File: src/sv/csi_pkg.sv
// Shared types and constants for the piecewise-linear color map.
// No dependencies; every other file takes its names by scope from here.
`default_nettype none
package csi_pkg;

	localparam int MAX_STOPS  = 3;
	localparam int NUM_STOPS  = 3;
	localparam int VAL_W      = 48;
	localparam int COL_W      = 32;
	localparam int CH_W       = 8;
	localparam int NUM_CH     = 4;
	localparam int CFG_IDX_W  = 3;
	localparam int CFG_DATA_W = 48;

	// one quotient bit per divider stage
	localparam int DIV_BITS     = CH_W;
	localparam int PROD_W       = VAL_W + CH_W;
	localparam int LERP_DEPTH   = DIV_BITS + 2;
	localparam int PIPE_LATENCY = LERP_DEPTH + 3;

	localparam logic [CFG_IDX_W-1:0] REG_STOP_COUNT  = 3'd0;
	localparam logic [CFG_IDX_W-1:0] REG_THRESHOLD_0 = 3'd1;
	localparam logic [CFG_IDX_W-1:0] REG_THRESHOLD_1 = 3'd2;
	localparam logic [CFG_IDX_W-1:0] REG_THRESHOLD_2 = 3'd3;
	localparam logic [CFG_IDX_W-1:0] REG_COLOR_0     = 3'd4;
	localparam logic [CFG_IDX_W-1:0] REG_COLOR_1     = 3'd5;
	localparam logic [CFG_IDX_W-1:0] REG_COLOR_2     = 3'd6;

	localparam logic [1:0] STOP_COUNT_RESET = 2'd2;
	localparam logic [1:0] STOP_COUNT_THREE = 2'd3;

	typedef struct packed {
		logic signed [VAL_W-1:0] val;
		logic                    cell_is_number;
	} sample_t;

	typedef struct packed {
		logic            colour_valid;
		logic [CH_W-1:0] red;
		logic [CH_W-1:0] green;
		logic [CH_W-1:0] blue;
		logic [CH_W-1:0] alpha;
	} colour_t;

	typedef struct packed {
		logic                              three_stops;
		logic [NUM_STOPS-1:0][VAL_W-1:0]  thr;
		logic [NUM_STOPS-1:0][COL_W-1:0]  col;
	} cfg_t;

	// segment decision handed to the channel lanes
	typedef struct packed {
		logic             vld;
		logic             num;
		logic             interp;
		logic [VAL_W-1:0] off;
		logic [VAL_W-1:0] span;
		logic [COL_W-1:0] col_a;
		logic [COL_W-1:0] col_b;
	} seg_t;

endpackage
`default_nettype wire

File: src/sv/csi_cfg.sv
// Configuration register file: stop count, thresholds and stop colors.
// Depends on csi_pkg.
`default_nettype none
module csi_cfg (
	input  wire logic                             clk,
	input  wire logic                             arst_n,
	input  wire logic                             cfg_we,
	input  wire logic [csi_pkg::CFG_IDX_W-1:0]    cfg_idx,
	input  wire logic [csi_pkg::CFG_DATA_W-1:0]   cfg_wdata,
	output csi_pkg::cfg_t                         cfg
);

	logic [1:0]                    stop_count_q;
	logic [csi_pkg::VAL_W-1:0]     thr_q [csi_pkg::NUM_STOPS];
	logic [csi_pkg::COL_W-1:0]     col_q [csi_pkg::NUM_STOPS];

	always_ff @(posedge clk or negedge arst_n) begin
		if (!arst_n) begin
			stop_count_q <= csi_pkg::STOP_COUNT_RESET;
			for (int i = 0; i < csi_pkg::NUM_STOPS; i++) begin
				thr_q[i] <= '0;
				col_q[i] <= '0;
			end
		end else if (cfg_we) begin
			unique case (cfg_idx)
				csi_pkg::REG_STOP_COUNT:  stop_count_q <= cfg_wdata[1:0];
				csi_pkg::REG_THRESHOLD_0: thr_q[0] <= cfg_wdata[csi_pkg::VAL_W-1:0];
				csi_pkg::REG_THRESHOLD_1: thr_q[1] <= cfg_wdata[csi_pkg::VAL_W-1:0];
				csi_pkg::REG_THRESHOLD_2: thr_q[2] <= cfg_wdata[csi_pkg::VAL_W-1:0];
				csi_pkg::REG_COLOR_0:     col_q[0] <= cfg_wdata[csi_pkg::COL_W-1:0];
				csi_pkg::REG_COLOR_1:     col_q[1] <= cfg_wdata[csi_pkg::COL_W-1:0];
				csi_pkg::REG_COLOR_2:     col_q[2] <= cfg_wdata[csi_pkg::COL_W-1:0];
				default: ;
			endcase
		end
	end

	always_comb begin
		// counts below two act as two; three only if the stop limit allows it
		cfg.three_stops = (stop_count_q == csi_pkg::STOP_COUNT_THREE) &&
			(csi_pkg::MAX_STOPS >= 3);
		for (int i = 0; i < csi_pkg::NUM_STOPS; i++) begin
			cfg.thr[i] = thr_q[i];
			cfg.col[i] = col_q[i];
		end
	end

endmodule
`default_nettype wire

File: config.mk
export PLATFORM = sky130hd
export DESIGN_NAME = csi_cfg
export DESIGN_NICKNAME = d
export VERILOG_FILES = /design/src/sv/csi_pkg.sv /design/src/sv/csi_cfg.sv
export SDC_FILE = /design/constraint.sdc
export NUM_CORES = 1
export LEC_CHECK = 0
export ABC_AREA = 0
export ABC_CLOCK_PERIOD_IN_PS = 900
export BUFFER_PORTS_ARGS = -buffer_cell sky130_fd_sc_hd__buf_2
export CAP_MARGIN = 10
export CORE_ASPECT_RATIO = 0.8
export CORE_MARGIN = 2
export CORE_UTILIZATION = 45
export CTS_CLUSTER_SIZE = 16
export DETAILED_ROUTE_END_ITERATION = 12
export PLACE_DENSITY = 0.75
export SETUP_SLACK_MARGIN = 0.05
export SYNTH_ARGS = -nofsm -noshare
export SYNTH_HDL_FRONTEND = slang
export SYNTH_SLANG_ARGS = --single-unit
File: constraint.sdc
create_clock -name clk -period 0.9 [get_ports clk]
set_clock_uncertainty 0.2 [all_clocks]
set_input_delay 0.045 -clock clk [delete_from_list [all_inputs] [get_ports clk]]
set_output_delay 0.045 -clock clk [all_outputs]
set_load 0.03 [all_outputs]
==> metrics.md <==
| Metric | Value |
|---|---|
| Clk root buf | clkbuf_16 |
| Final RePlAce weighted congestion | 0.740 |
| I/O Pins | 295 |
| Reg2Reg Setup Slack | -0.32 ns |
| Vias in the first global route | 7,733 |
| Die area | around 0.021 mm² |
| Max transition margin | 70.3% |
| Post-Layout Cell Count | approximately 1,400 |
| Post-Syn Area per Cell | around 17 µm² |
| Row count | 46 |
| Seq pwr share | 34.3% |
| Clock share of power | about 22% |
| Post-placement setup slack | -0.614 ns |
| Worst R2R Start | cfg[120]$_DFFE_PN0P_ |
| CTS Buffer Depth | 3 |
| DR iter-0 viols | 318 |
| Power Dens Cells | ~2700 mW/mm² |
| Post-layout power | ~0.046 W |
| Violated checks | hold timing, setup timing |
| Port bufs | approximately 290 |
| Synthesized cell area | about 0.009 mm² |
| Routed len/inst | ~26 µm |
| TritonCTS clock tree | yes |
| Slew Viols, Final | 0 |
| Commonest non-fill, non-tap cell in the layout | buf_6 |
| Fin crit share | 174% |
| # fillers | 768 |
| Synthesized netlist net count | 571 |
| Clock-pin slew on the worst setup and hold paths | 0.07 ns |
| TritonRoute pass-1 iters | 4 |
| Vias/cell | between 5 and 6 |
| Antenna violations before repair | 1 |
| WP data required | around 0.65 ns |
| Crit path kind | flop to primary output |
| Status | finished with violations |
| Cell Int Power | 0.0302 W |
| Final core utilization | between 80% and 90% |
| Die Wd | between 150 and 200 µm |
| Num CTS Buffers | 24 |
| Netlist cell types | 12 |
| Final worst path period need | 1.57 ns |
| YS warnings | 0 |
| First-pass GRT wire length | about 46,000 µm |
| Critical path capture point type | primary output |
| Setup TNS | -145.06 ns |
| ANT nets after route | 0 |
| F_max | roughly 0.64 GHz |
| Worst-Skew Late Latency | 0.51 ns |
| Sequential area share after synthesis | approximately two thirds |
| Setup violations, final | between 400 and 500 |
| Layout cell share with drive strength beyond 1 | 76.7% |
| Num Clock Sinks | ~240 |
| Total instance count after detailed placement | between 1,000 and 1,500 |
| Combinational Power Share | between 40% and 50% |
| WP data arrival | about 1.3 ns |
| Multi-input combinational cell area | around 0.0035 mm² |
| Area growth syn-to-layout | 89.4% |
| Total grt overflow | 0 |
| Sw Ratio | roughly a third |
| Worst setup SP type | flop |
| Min-Delay Path Class | primary input to asynchronous set/reset pin |
| Area of the core | a little under 0.02 mm² |
| Reg2reg end | cfg[120]$_DFFE_PN0P_ |
| PnR worst setup slack | -0.670 ns |
| Total Routing Usage GR | 28.6% |
| Nets | about 1,200 |
| Initial core utilization | a little under half |
| Reg2Reg Depth | 3 |
| H-tree levels | 1 |
| Commonest non-fill, non-tap cells in the layout | buf_6 (421), mux2_4 (191), dfrtp_1 (187), dlygate4sd3_1 (56), dfrtp_2 (54) |
| # DRC | 0 |
| Slew @ Worst Pin | between 0.4 and 0.5 ns |
| Post-Syn Instances | slightly above 500 |
| Leakage power | approximately 8.4 nW |
| Sw Pwr | between 0.015 and 0.02 W |
| Synth Register Bits | around 240 |
| Largest net degree at the start of global routing | 39 |
| Hold Slack | -0.823 ns |
| Total Routed Length | around 37,000 µm |
| Post-DP HPWL | between 15,000 and 20,000 µm |
| Vias | roughly 7,200 |
| Worst IR drop on VDD | 2.04 mV |
| Die Span Y | between 100 and 150 µm |
| Final hold vios | approximately 190 |
| CP Max Fanout | 2 |
| Storage cell area | approximately 0.006 mm² |
| MaxCap Viol Count | 0 |
| RSZ-0062 raised after global routing | true |
-- layer usage --
metal,vias to the layer above,routed length [µm],GRT usage (%)
li1,3001,-,-
met1,3806,13900,34.1
met2,343,19100,52.2
met3,91,2350,7.35
met4,0,1310,7.65
met5,-,0,0
-- repair_timing --
action	CTS	global route
pin swaps	1	1
endpoints found under the setup margin	483	509
endpoints found under the hold margin	484	227
hold buffers	53	5
resized for setup	643	167
setup buffers	68	78
cloned	2	2
-- logic make-up (layout without fill, tap and decap cells) --
logic type    count (synthesis)  count (layout)  synth area share [%]
buf+inv                      25             628                  1.71
mux                         242             242                  30.2
other cells                   0               1                     0
simple gates                  8               8                 0.874
flops                       242             242                  67.2
-- power by group through the flow --
stage | clock [W] | sequential, W | combinational [W]
5_1_grt | 0.0105 | 0.0159 | 0.0208
4_1_cts | 0.00987 | 0.0152 | 0.0177
3_3_place_gp | 0 | 0.0147 | 0.0122
6_report | 0.0101 | 0.0158 | 0.0202
2_1_floorplan | 0 | 0.0196 | 0.00265
3_5_place_dp | 0 | 0.0148 | 0.0124
-- cell type report --
type / instances / area share [%]
Antenna cell: 1 / 0.0147
Clock buffer: 43 / 4.24
Clock inverter: 1 / 0.176
Multi-Input combinational cell: 250 / 20.8
Sequential cell: 242 / 35.9
Tap cell: 264 / 1.93
Timing Repair Buffer: 584 / 37.0
-- registers in the layout, indices dropped and copies added, names as in the netlist --
register	flops
cfg	240
stop_count_q	2
-- critical path, cell delays in order (launching register included) --
cell and delay (ns):
dfstp_2 0.54, and2_4 0.14, buf_8 0.12
-- stage by stage --
stage	instance area, µm²	hold WS [ns]
detailed placement	12100	-0.228
finish	17100	-0.823
floorplan	9470	-0.451
global route	17100	-0.809
global placement	12100	-0.231
CTS	16000	-0.767
-- worst max-delay path by stage --
stage,startpoint,end,slack [ns],cells past startpoint
final,stop_count_q[1]$_DFFE_PN1P_,cfg[240],-0.67,2
after CTS,stop_count_q[1]$_DFFE_PN1P_,cfg[240],-0.67,2
after global placement,cfg_idx[2],cfg[144]$_DFFE_PN0P_,-0.60,4
after floorplan,cfg_idx[2],cfg[119]$_DFFE_PN0P_,-0.36,4
after global routing,stop_count_q[1]$_DFFE_PN1P_,cfg[240],-0.69,2
after detailed placement,cfg_idx[2],cfg[183]$_DFFE_PN0P_,-0.61,4
-- cell usage after synthesis --
library cell  instances  area share [%]
dfrtp_1             241              67
mux2_2              212              26
mux2_1               30             3.7
buf_2                18             1.0
buf_4                 4            0.33
buf_6                 3            0.37
nand4b_1              3            0.29
and4bb_1              2            0.28
and2_1                1           0.069
and4bb_2              1            0.14
dfstp_2               1            0.29
nor4b_1               1           0.097
Note: power is estimated with default switching activity, not from simulation.
