## config.mk

```make
export PLATFORM = sky130hd
export DESIGN_NAME = csi_lerp
export DESIGN_NICKNAME = d
export VERILOG_FILES = /design/src/sv/csi_pkg.sv /design/src/sv/csi_lerp.sv
export SDC_FILE = /design/constraint.sdc
export NUM_CORES = 2
export LEC_CHECK = 0
export BUFFER_PORTS_ARGS = -buffer_cell sky130_fd_sc_hd__buf_4
export CORE_MARGIN = 10
export CORE_UTILIZATION = 55
export CTS_BUF_LIST = sky130_fd_sc_hd__clkbuf_8
export DETAILED_ROUTE_END_ITERATION = 8
export PLACE_DENSITY = 0.68
export SYNTH_ARGS = -nofsm -noshare
export SYNTH_HDL_FRONTEND = slang
export SYNTH_SLANG_ARGS = --single-unit
export TNS_END_PERCENT = 1
```

## constraint.sdc

```tcl
create_clock -name clk -period 13.6 [get_ports clk]
set_input_delay 1.36 -clock clk [delete_from_list [all_inputs] [get_ports clk]]
set_output_delay 1.36 -clock clk [all_outputs]
set_load 0.005 [all_outputs]
```

## src/sv/csi_pkg.sv

```systemverilog
// Shared types and constants for the piecewise-linear color map.
// No dependencies; every other file takes its names by scope from here.
`default_nettype none
package csi_pkg;

	localparam int MAX_STOPS  = 3;
	localparam int NUM_STOPS  = 3;
	localparam int VAL_W      = 48;
	localparam int COL_W      = 32;
	localparam int CH_W       = 8;
	localparam int NUM_CH     = 4;
	localparam int CFG_IDX_W  = 3;
	localparam int CFG_DATA_W = 48;

	// one quotient bit per divider stage
	localparam int DIV_BITS     = CH_W;
	localparam int PROD_W       = VAL_W + CH_W;
	localparam int LERP_DEPTH   = DIV_BITS + 2;
	localparam int PIPE_LATENCY = LERP_DEPTH + 3;

	localparam logic [CFG_IDX_W-1:0] REG_STOP_COUNT  = 3'd0;
	localparam logic [CFG_IDX_W-1:0] REG_THRESHOLD_0 = 3'd1;
	localparam logic [CFG_IDX_W-1:0] REG_THRESHOLD_1 = 3'd2;
	localparam logic [CFG_IDX_W-1:0] REG_THRESHOLD_2 = 3'd3;
	localparam logic [CFG_IDX_W-1:0] REG_COLOR_0     = 3'd4;
	localparam logic [CFG_IDX_W-1:0] REG_COLOR_1     = 3'd5;
	localparam logic [CFG_IDX_W-1:0] REG_COLOR_2     = 3'd6;

	localparam logic [1:0] STOP_COUNT_RESET = 2'd2;
	localparam logic [1:0] STOP_COUNT_THREE = 2'd3;

	typedef struct packed {
		logic signed [VAL_W-1:0] val;
		logic                    cell_is_number;
	} sample_t;

	typedef struct packed {
		logic            colour_valid;
		logic [CH_W-1:0] red;
		logic [CH_W-1:0] green;
		logic [CH_W-1:0] blue;
		logic [CH_W-1:0] alpha;
	} colour_t;

	typedef struct packed {
		logic                              three_stops;
		logic [NUM_STOPS-1:0][VAL_W-1:0]  thr;
		logic [NUM_STOPS-1:0][COL_W-1:0]  col;
	} cfg_t;

	// segment decision handed to the channel lanes
	typedef struct packed {
		logic             vld;
		logic             num;
		logic             interp;
		logic [VAL_W-1:0] off;
		logic [VAL_W-1:0] span;
		logic [COL_W-1:0] col_a;
		logic [COL_W-1:0] col_b;
	} seg_t;

endpackage
`default_nettype wire

```

## src/sv/csi_lerp.sv

```systemverilog
// One color channel lane: off*|hi-lo| product, bit-per-stage restoring
// divide by segment span, round half up, move lo toward hi; pass lo if !interp.
// Depends on csi_pkg.
`default_nettype none
module csi_lerp (
	input  wire logic                       clk,
	input  wire logic                       interp,
	input  wire logic [csi_pkg::VAL_W-1:0]  off,
	input  wire logic [csi_pkg::VAL_W-1:0]  span,
	input  wire logic [csi_pkg::CH_W-1:0]   lo,
	input  wire logic [csi_pkg::CH_W-1:0]   hi,
	output logic      [csi_pkg::CH_W-1:0]   res
);

	localparam int VW = csi_pkg::VAL_W;
	localparam int CW = csi_pkg::CH_W;
	localparam int PW = csi_pkg::PROD_W;
	localparam int DB = csi_pkg::DIV_BITS;

	logic [CW:0]   diff;
	logic [CW-1:0] mag;

	// index k of these arrays is pipeline stage s4+k
	logic [PW-1:0] rem_s    [DB+1];
	logic [DB-1:0] quo_s    [DB+1];
	logic [VW-1:0] span_s   [DB+1];
	logic [CW-1:0] lo_s     [DB+1];
	logic          neg_s    [DB+1];
	logic          interp_s [DB+1];

	logic [PW:0]   trial  [DB];
	logic [DB-1:0] quo_nx [DB];

	logic [VW:0]   two_r;
	logic [VW:0]   span_x;
	logic          round_up;
	logic          round_dn;
	logic [CW+1:0] sum;
	logic [CW-1:0] res_s13;

	assign diff = {1'b0, hi} - {1'b0, lo};
	assign mag  = diff[CW] ? CW'(-diff) : diff[CW-1:0];

	always_comb begin
		for (int g = 0; g < DB; g++) begin
			trial[g]  = {1'b0, rem_s[g]} - ((PW+1)'(span_s[g]) << (DB - 1 - g));
			quo_nx[g] = quo_s[g] | (DB'(!trial[g][PW]) << (DB - 1 - g));
		end
	end

	always_ff @(posedge clk) begin
		rem_s[0]    <= PW'(off) * PW'(mag);
		quo_s[0]    <= '0;
		span_s[0]   <= span;
		lo_s[0]     <= lo;
		neg_s[0]    <= diff[CW];
		interp_s[0] <= interp;
		for (int g = 0; g < DB; g++) begin
			rem_s[g+1]    <= trial[g][PW] ? rem_s[g] : trial[g][PW-1:0];
			quo_s[g+1]    <= quo_nx[g];
			span_s[g+1]   <= span_s[g];
			lo_s[g+1]     <= lo_s[g];
			neg_s[g+1]    <= neg_s[g];
			interp_s[g+1] <= interp_s[g];
		end
		res_s13 <= interp_s[DB] ? sum[CW-1:0] : lo_s[DB];
	end

	// remainder is below the span here; a tie rounds toward the larger value
	assign two_r    = {rem_s[DB][VW-1:0], 1'b0};
	assign span_x   = {1'b0, span_s[DB]};
	assign round_up = two_r >= span_x;
	assign round_dn = two_r > span_x;

	always_comb begin
		if (neg_s[DB])
			sum = (CW+2)'(lo_s[DB]) - (CW+2)'(quo_s[DB]) - (CW+2)'(round_dn);
		else
			sum = (CW+2)'(lo_s[DB]) + (CW+2)'(quo_s[DB]) + (CW+2)'(round_up);
	end

	assign res = res_s13;

endmodule
`default_nettype wire

```

==> impl_metrics.py <==
metrics = {
    "critical_path": {
        "arrival_ps": 9930,
        "cp_max_fo": 48,
        "r2r_slack_ps": 7420,
        "r2r-start": "span_s[4][2]",
        "crit_type": "in -> reg",
        "cp-end-kind": "flip-flop",
        "slowest_delay_ps": 560,
        "critical_path.most_common_cell": "fa_1",
        "cp_slowest_cell": "a21oi_1",
        "reg2reg_depth": 26,
        "cp_num_buf_inv": 5,
        "worst_r2r_endpoint": "res[6]",
        "start_kind": "primary input",
        "cp.required_ps": 14350,
        "crit_family": "compound AO/OA/AOI/OAI gates",
    },
    "sta": {
        "rsz0062_at_grt": "false",
        "finalSetupViolCount": 0,
        "max_slew.worst_pin.slew_ps": 1190,
        "fin_skew_ps": 43.7,
        "slew_viol_final": 0,
        "tns_ps": 0,
        "max-slew-margin-rel_pct": 18.7,
        "hold_viol": 0,
        "worst_slack_ps": 4420,
        "period_needed_ps": 9180,
        "fin_crit_sh_pct": 67.5,
        "fmax_mhz": 109,
    },
    "cts": {
        "cts.sinks": 1062,
        "cts_setup_buffers": 0,
        "htreeDepth": 4,
        "clock_latency_ps": 840,
        "numCtsBuffers": 161,
        "cts_root_buf": "clkbuf_8",
        "tritoncts": "yes",
        "ctsLongestPathBuffers": 3,
        "clk_pin_slew_ps": 60,
        "postCtsHoldBufs": 0,
        "cts_resized": 0,
    },
    "min_path": {
        "min_from": "interp_s[7]",
        "min_path_cells": 0,
        "holdPathEnd": "interp_s[8]",
        "min_path_type": "reg -> reg",
    },
    "global_route": {
        "antenna_found_initial": 1,
        "grt_pass1_wl_um": 232000,
        "overflow": 0,
        "grt_max_degree": 93,
        "grtUsageTotal_pct": 21.7,
        "grt_pass1_vias": 47800,
    },
    "synthesis": {
        "synthesis.nets": 8048,
        "yosys_warnings": 0,
        "synth_edf_count": 0,
        "seq_area_frac_synth_pct": 33.9,
        "async_flop_share_pct": 0,
        "synthCells": 7111,
        "synth_top_flop_cell": "dfxtp_1",
        "synth_area_per_cell_um2": 8.82,
        "synth.lib_cells_used.distinct": 99,
        "synth_area_um2": 62700,
        "ys_seq_elements": 1062,
    },
    "finish": {
        "drive_gt1_share_pct": 6.91,
        "layout_common_cells": "1062 x dfxtp_1, 897 x inv_1, 620 x a21oi_1, 533 x ha_1, 508 x nand2_1",
        "areaGrowthSynthToFinish_pct": 9.10,
        "stdcell_count": 8797,
        "layout_commonest_cell": "dfxtp_1",
        "finalInstanceArea_um2": 68400,
        "fin_nets": 8112,
        "fillCellCount": 9998,
    },
    "die": {
        "coreArea_um2": 113000,
        "start_util_pct": 55.6,
        "fp-row-count": 123,
        "dieArea_um2": 128000,
        "die_width_um": 358,
        "fp.dieH_um": 358,
        "io_pins": 122,
    },
    "detailed_routing": {
        "wl_met1_um": 64800,
        "antenna_left": 0,
        "drt_pre_antenna_iters": 8,
        "drc": 0,
        "routedWlPerCell_um": 16.0,
        "viasPerCell": 5.39,
        "highest_layer": "met4",
        "wl_met3_um": 5430,
        "wirelength_um": 140000,
        "via_count": 47400,
        "wl_met2_um": 64800,
        "drtIter0Drc": 2497,
    },
    "placed_design": {
        "place_congestion": 0.935,
        "dpl.hpwl_um": 110000,
        "io_buffers": 121,
        "pre_cts_slack_ps": 3610,
        "placedInstanceArea_um2": 64800,
        "dp_cells": 8512,
    },
    "run_status": {
        "status": "finished clean",
    },
    "flow_run": {
        "maxCapViolCount": 0,
    },
}
-- state kept, by name (all words and copies together) (netlist names) --
name      cells
lo_s         72
rem_s       496
interp_s      9
quo_s        36
span_s      432
neg_s         9
res           8
-- cells by family (layout without fill, tap and decap cells) --
family	after synthesis	after routing	synth area share [%]
XOR/XNOR	429	429	5.99
flip-flops	1062	1062	33.9
multiplexers	44	44	0.780
adder cells (fa/ha/maj)	823	823	19.9
buffers and inverters	1109	1294	6.81
other	0	1	0
AND/OR/NAND/NOR	1823	1823	14.4
AO/OA/AOI/OAI	1821	1821	18.2
-- synthesized netlist by cell type, types with 86 or more instances --
cell / instances / area, um^2
dfxtp_1: 1062 / 21300
inv_1: 864 / 3240
a21oi_1: 620 / 3100
ha_1: 534 / 6680
nand2_1: 509 / 1910
nor2_1: 407 / 1530
fa_1: 289 / 5790
a21o_1: 276 / 2070
o21ai_0: 253 / 1270
xnor2_1: 245 / 2150
nor2b_1: 231 / 1450
clkbuf_1: 186 / 698
xor2_1: 184 / 1610
o21ai_1: 148 / 741
nand2b_1: 135 / 845
and2_1: 129 / 807
nand4_1: 103 / 644
o21bai_1: 88 / 661
nand3_1: 86 / 430
-- routing by layer --
layer  track usage [%]  vias to the layer above
met5                 0                        -
met4              9.55                        0
met3              2.78                      320
met2              36.5                     1136
met1              27.7                    21900
li1                  -                    24100
-- cell type report --
cell class                 count  area (um^2)  share of cell area [%]
multi-input combinational   4940        37300                    54.6
clock inverter                87          915                    1.34
antenna                        1         2.50                 0.00366
timing repair buffer         141         1060                    1.55
clock buffer                 197         2710                    3.96
inverter                     869         3260                    4.77
tap                         1500         1880                    2.74
sequential                  1062        21300                    31.1
-- worst max path at each step --
stage / startpoint / endpoint / slack, ps / depth (start not counted)
floorplan: hi[0] / rem_s[0][48] / 4960 / 30
global placement: lo[2] / rem_s[0][55] / 3740 / 33
detailed placement: hi[0] / rem_s[0][50] / 3610 / 34
CTS: hi[0] / rem_s[0][55] / 4530 / 34
global route: hi[0] / rem_s[0][51] / 3760 / 34
finish: hi[0] / rem_s[0][55] / 4420 / 34
-- per-stage QoR --
| step | hold WS [ps] | utilization, % |
|---|---|---|
| after detailed placement | 312 | 57.4 |
| after global routing | 301 | 60.7 |
| after global placement | 310 | 57.4 |
| after CTS | 297 | 60.6 |
| after floorplan | 310 | - |
| final | 296 | 60.7 |
Power is not shown: default switching activity piles up to over one toggle a cycle in this logic, so the estimate is an artifact.
