**config.mk**
```make
export PLATFORM = sky130hd
export DESIGN_NAME = csi_seg
export DESIGN_NICKNAME = d
export VERILOG_FILES = /design/src/sv/csi_pkg.sv /design/src/sv/csi_seg.sv
export SDC_FILE = /design/constraint.sdc
export NUM_CORES = 1
export LEC_CHECK = 0
export ABC_AREA = 1
export BUFFER_PORTS_ARGS = -buffer_cell sky130_fd_sc_hd__buf_2
export CORE_MARGIN = 2
export CORE_UTILIZATION = 35
export DETAILED_ROUTE_END_ITERATION = 8
export GPL_TIMING_DRIVEN = 0
export HOLD_SLACK_MARGIN = 0.06
export PLACE_DENSITY = 0.58
export SYNTH_ARGS = -nofsm -noshare
export SYNTH_HDL_FRONTEND = slang
export SYNTH_SLANG_ARGS = --single-unit
```
**constraint.sdc**
```tcl
create_clock -name clk -period 4.1 [get_ports clk]
set_input_delay 0.41 -clock clk [delete_from_list [all_inputs] [get_ports clk]]
set_output_delay 0.41 -clock clk [all_outputs]
set_load 0.01 [all_outputs]
```
**src/sv/csi_pkg.sv**
```systemverilog
// Shared types and constants for the piecewise-linear color map.
// No dependencies; every other file takes its names by scope from here.
`default_nettype none
package csi_pkg;

	localparam int MAX_STOPS  = 3;
	localparam int NUM_STOPS  = 3;
	localparam int VAL_W      = 48;
	localparam int COL_W      = 32;
	localparam int CH_W       = 8;
	localparam int NUM_CH     = 4;
	localparam int CFG_IDX_W  = 3;
	localparam int CFG_DATA_W = 48;

	// one quotient bit per divider stage
	localparam int DIV_BITS     = CH_W;
	localparam int PROD_W       = VAL_W + CH_W;
	localparam int LERP_DEPTH   = DIV_BITS + 2;
	localparam int PIPE_LATENCY = LERP_DEPTH + 3;

	localparam logic [CFG_IDX_W-1:0] REG_STOP_COUNT  = 3'd0;
	localparam logic [CFG_IDX_W-1:0] REG_THRESHOLD_0 = 3'd1;
	localparam logic [CFG_IDX_W-1:0] REG_THRESHOLD_1 = 3'd2;
	localparam logic [CFG_IDX_W-1:0] REG_THRESHOLD_2 = 3'd3;
	localparam logic [CFG_IDX_W-1:0] REG_COLOR_0     = 3'd4;
	localparam logic [CFG_IDX_W-1:0] REG_COLOR_1     = 3'd5;
	localparam logic [CFG_IDX_W-1:0] REG_COLOR_2     = 3'd6;

	localparam logic [1:0] STOP_COUNT_RESET = 2'd2;
	localparam logic [1:0] STOP_COUNT_THREE = 2'd3;

	typedef struct packed {
		logic signed [VAL_W-1:0] val;
		logic                    cell_is_number;
	} sample_t;

	typedef struct packed {
		logic            colour_valid;
		logic [CH_W-1:0] red;
		logic [CH_W-1:0] green;
		logic [CH_W-1:0] blue;
		logic [CH_W-1:0] alpha;
	} colour_t;

	typedef struct packed {
		logic                              three_stops;
		logic [NUM_STOPS-1:0][VAL_W-1:0]  thr;
		logic [NUM_STOPS-1:0][COL_W-1:0]  col;
	} cfg_t;

	// segment decision handed to the channel lanes
	typedef struct packed {
		logic             vld;
		logic             num;
		logic             interp;
		logic [VAL_W-1:0] off;
		logic [VAL_W-1:0] span;
		logic [COL_W-1:0] col_a;
		logic [COL_W-1:0] col_b;
	} seg_t;

endpackage
`default_nettype wire

```
**src/sv/csi_seg.sv**
```systemverilog
// Front stages s1..s3: input register, threshold compares, segment pick.
// Depends on csi_pkg.
`default_nettype none
module csi_seg (
	input  wire logic              clk,
	input  wire logic              arst_n,
	input  wire logic              accept,
	input  wire csi_pkg::sample_t  sample,
	input  wire csi_pkg::cfg_t     cfg,
	output csi_pkg::seg_t          seg
);

	localparam int VW = csi_pkg::VAL_W;

	logic                  vld_s1;
	logic signed [VW-1:0]  v_s1;
	logic                  num_s1;

	logic                  vld_s2;
	logic                  num_s2;
	logic                  le0_s2;
	logic                  gel_s2;
	logic                  in0_s2;
	logic                  in1_s2;
	logic [VW-1:0]         off0_s2;
	logic [VW-1:0]         off1_s2;
	logic [VW-1:0]         span0_s2;
	logic [VW-1:0]         span1_s2;

	logic                  vld_s3;
	csi_pkg::seg_t         seg_s3;
	csi_pkg::seg_t         seg_nx;

	logic signed [VW-1:0]  t0;
	logic signed [VW-1:0]  t1;
	logic signed [VW-1:0]  t2;
	logic signed [VW-1:0]  t_last;
	logic [csi_pkg::COL_W-1:0] col_last;

	assign t0       = cfg.thr[0];
	assign t1       = cfg.thr[1];
	assign t2       = cfg.thr[2];
	assign t_last   = cfg.three_stops ? t2 : t1;
	assign col_last = cfg.three_stops ? cfg.col[2] : cfg.col[1];

	always_ff @(posedge clk or negedge arst_n) begin
		if (!arst_n) begin
			vld_s1 <= 1'b0;
			vld_s2 <= 1'b0;
			vld_s3 <= 1'b0;
		end else begin
			vld_s1 <= accept;
			vld_s2 <= vld_s1;
			vld_s3 <= vld_s2;
		end
	end

	always_ff @(posedge clk) begin
		v_s1   <= sample.val;
		num_s1 <= sample.cell_is_number;

		num_s2   <= num_s1;
		le0_s2   <= v_s1 <= t0;
		gel_s2   <= v_s1 >= t_last;
		in0_s2   <= (v_s1 >= t0) && (v_s1 <= t1);
		in1_s2   <= cfg.three_stops && (v_s1 >= t1) && (v_s1 <= t2);
		// only meaningful inside a segment, where they fit unsigned
		off0_s2  <= VW'((VW+1)'(v_s1) - (VW+1)'(t0));
		off1_s2  <= VW'((VW+1)'(v_s1) - (VW+1)'(t1));
		span0_s2 <= VW'((VW+1)'(t1) - (VW+1)'(t0));
		span1_s2 <= VW'((VW+1)'(t2) - (VW+1)'(t1));

		seg_s3 <= seg_nx;
	end

	// A zero-width segment never reaches interpolation: the value then sits
	// on an end stop and the first two tests already give that stop's color.
	always_comb begin
		seg_nx        = '0;
		seg_nx.num    = num_s2;
		seg_nx.off    = off0_s2;
		seg_nx.span   = span0_s2;
		seg_nx.col_a  = col_last;
		seg_nx.col_b  = col_last;
		if (!num_s2) begin
			seg_nx.col_a = '0;
			seg_nx.col_b = '0;
		end else if (le0_s2) begin
			seg_nx.col_a = cfg.col[0];
		end else if (gel_s2) begin
			seg_nx.col_a = col_last;
		end else if (in0_s2) begin
			seg_nx.interp = 1'b1;
			seg_nx.col_a  = cfg.col[0];
			seg_nx.col_b  = cfg.col[1];
		end else if (in1_s2) begin
			seg_nx.interp = 1'b1;
			seg_nx.off    = off1_s2;
			seg_nx.span   = span1_s2;
			seg_nx.col_a  = cfg.col[1];
			seg_nx.col_b  = cfg.col[2];
		end
	end

	always_comb begin
		seg     = seg_s3;
		seg.vld = vld_s3;
	end

endmodule
`default_nettype wire

```
==> results.yml <==
outcome:
  status: "finished clean"
place:
  gp_congestion: 1.015
  place_hpwl_mm: 106.5
  dp_cells: 5370
  dp_slack_ps: -136.7
  io_buffer_count: 454
sta:
  fmax_mhz: 270.0
  max_slew.worst_pin.slew_ps: 1056
  slew_viol_final: 0
  finalHoldViolCount: 0
  maxSlewHeadroom_pct: 28.95
  period_share_pct: 90.35
  rsz0062_at_grt: "no"
  setup_viol: 0
  fin_ws_ps: 395.7
  fin_crit_ps: 3704
  fin_worst_skew_ps: 32.09
critical_path:
  crit_fanout: 10
  cp-end-kind: "flip-flop"
  worstPathRequired_ps: 4540
  crit_type: "in -> reg"
  critPathLaunchType: "input pin"
  cp_data_arrival_time_ps: 4150
floorplanning:
  num_rows: 103
  coreArea_sq_um: 78870
  io_pins: 456
  start_util_pct: 35.28
  die-area_sq_um: 81780
  die_w_um: 286.0
  dieHeight_um: 286.0
min_path:
  hp-class: "in -> reg"
global_route:
  antenna_found_initial: 8
  grt_pass1_wl_mm: 177.2
  grt.total_usage_pct: 29.44
  grt_pass1_vias: 28200
  grt_max_degree: 15
  grt-ovfl-total: 0
final_layout:
  n_fill_cell: 8363
  multiInputGateArea_sq_um: 17220
  area_growth_pct: 21.57
  fin_cells: 5531
  final_nets: 5017
  regArea_sq_um: 8243
  drive_gt1_share_pct: 18.15
logic_synthesis:
  ys_top_cells_by_area: "dfxtp_1 (29%), ha_1 (13%), nand2_1 (12%), inv_1 (7.2%), a21oi_1 (5.0%)"
  synthDistinctLibCells: 58
  ys.warnings.count: 0
  synth.area.mux_share_pct: 3.885
  ys_seq_area_share_pct: 29.62
  netlist_area_sq_um: 27830
  synthXorXnorAreaFrac_pct: 5.414
  yosys.area.top_type: "dfxtp_1"
  synthSimpleGateAreaFrac_pct: 23.91
  syn_avg_cell_area_sq_um: 7.198
  synth_seq_cells: 411
  synth_top_cell_area_share_pct: 29.35
  synth_cells: 3866
  synth_fa_ha_area_share_pct: 13.15
  syn-num-nets: 4449
  synth_compound_area_share_pct: 15.53
  synth_top_family_by_area: "simple AND/OR/NAND/NOR gates"
cts:
  cts_tree: "yes"
  clk_pin_slew_ps: 60
  clockBufferDepth: 3
  cts_buffers: 49
  cts-root-buf: "clkbuf_16"
  clkSinkCount: 411
  htreeDepth: 2
  clk_latency_ps: 620
route:
  ant_nets: 0
  vias: 28840
  viasPerCell: 5.214
  wirelength_mm: 124.9
  drc: 0
  dr.pass1.iters: 6
  wl_per_cell_um: 22.57
  first_iter_violations: 2114
job:
  cap_viol_max_count: 0
power:
  p_leak_nw: 16.68
  power_mw: 14.17
  ir_drop_v: 0.0003059
  power_density_nw_per_um2: 418.9
registers in the layout, summed over array words and instances, names as in the netlist, 48 cells and up:
name / count
span1_s2: 48
seg: 162
v_s1: 48
off0_s2: 48
off1_s2: 48
span0_s2: 48
metal layers:
layer / track usage [%] / share of wire, %
met5: 0 / 0
met4: 13.77 / 5.5
met3: 3.150 / 5.7
met2: 49.42 / 46
met1: 37.77 / 43
timing repair:
action	4_1_cts	5_1_grt
hold buffers	63	0
endpoints found under the hold margin	65	0
gates resized for setup	0	0
buffers inserted	0	0
cells by family after synthesis:
family / after synthesis
xor+xnor: 172
fa+ha+maj: 290
flops: 411
mux: 96
simple gates: 1544
compound gates: 732
buf+inv: 621
per-stage QoR:
stage	TNS, ps	hold slack [ps]	util [%]	instance area [sq um]
3_5_place_dp	-136.7	209.3	39.83	31410
6_report	0	84.24	42.89	33830
3_3_place_gp	-112.6	205.6	39.83	31410
2_1_floorplan	0	114.4	-	27830
5_1_grt	0	76.86	42.88	33820
4_1_cts	0	60.95	42.87	33810
path summary, 6_finish.rpt:
kind | startpoint | to | slack [ps] | cells after the start
setup / recovery | cfg[240] | gel_s2$_DFF_P_ | 400 | 13
hold / removal | cfg[33] | seg[1]$_SDFF_PN0_ | 80 | 3
setup reg to reg | v_s1[6]$_DFF_P_ | off1_s2[25]$_DFF_P_ | 1250 | 9
hold reg to reg | num_s1$_DFF_P_ | num_s2$_DFF_P_ | 330 | 0
max in group asynchronous | arst_n | vld_s2$_DFF_PN0_ | 3860 | 2
min in group asynchronous | arst_n | vld_s3$_DFF_PN0_ | 140 | 2
cells in the final DEF, fill, tap and decap left out, drive strengths merged, types with 3 or more instances in the layout:
cell	instances
nand2	912
buf	480
nand3	194
clkinv	15
nand4	37
dfxtp	408
bufinv	8
ha	286
a21o	12
mux2	96
nor4	17
xnor2	66
o21bai	22
o221ai	21
diode	7
o21a	14
o211ai	27
clkbuf	99
a221oi	5
dfrtp	3
a21boi	7
nor2	328
a22o	17
inv	556
fa	4
o21ai	239
a31oi	47
a21oi	289
xor2	106
clkinvlp	8
nor3	43
o311ai	13
o2111ai	11
nor3b	8
dlygate4sd3	63
final cells by class:
class / count / share of cell area (%)
multi-input cells: 2834 / 50.91
diodes: 7 / 0.05178
repair buffers: 517 / 8.581
well taps: 1050 / 3.883
flip-flops and latches: 411 / 24.37
plain buffers: 67 / 0.8359
inverters: 554 / 6.147
clock buffers: 58 / 3.906
clock inverters: 33 / 1.324
where the power goes:
part           internal [mW]  total (mW)  leakage [nW]  switching [mW]
clock network           2.84        4.75         0.842            1.91
logic                   1.53        4.36          12.4            2.83
registers               4.79        5.06          3.47           0.274
total                   9.16        14.2          16.7            5.01
Yosys cell counts (all sizes together):
cell / n
a221oi: 5
xor2: 106
clkbuf: 41
a21oi: 289
mux2: 96
nor4: 17
o21bai: 22
nor2: 328
o21a: 14
a21boi: 7
ha: 286
nor3b: 8
clkinv: 2
and3: 2
nand4: 37
nand3b: 1
a41oi: 2
nor3: 43
and3b: 1
a21o: 12
xnor2: 66
a211oi: 2
o221ai: 21
a31oi: 47
a22o: 17
a31o: 2
dfxtp: 408
a311oi: 1
o211ai: 27
o2111ai: 11
or2: 1
fa: 4
a211o: 1
inv: 552
o21ai: 239
dfrtp: 3
nand2: 912
nand3: 194
buf: 26
o311ai: 13
critical path: stages:
cell and delay (ps):
buf_2 190, buf_2 340, clkbuf_1 630, clkbuf_1 760
o21ai_0 200, ha_1 330, nand2_1 70, nor3_1 410
nand3_1 230, nor2_1 190, nand2_1 110, nand4_1 90
nand3_1 170
(Power assumes the default switching activity.)
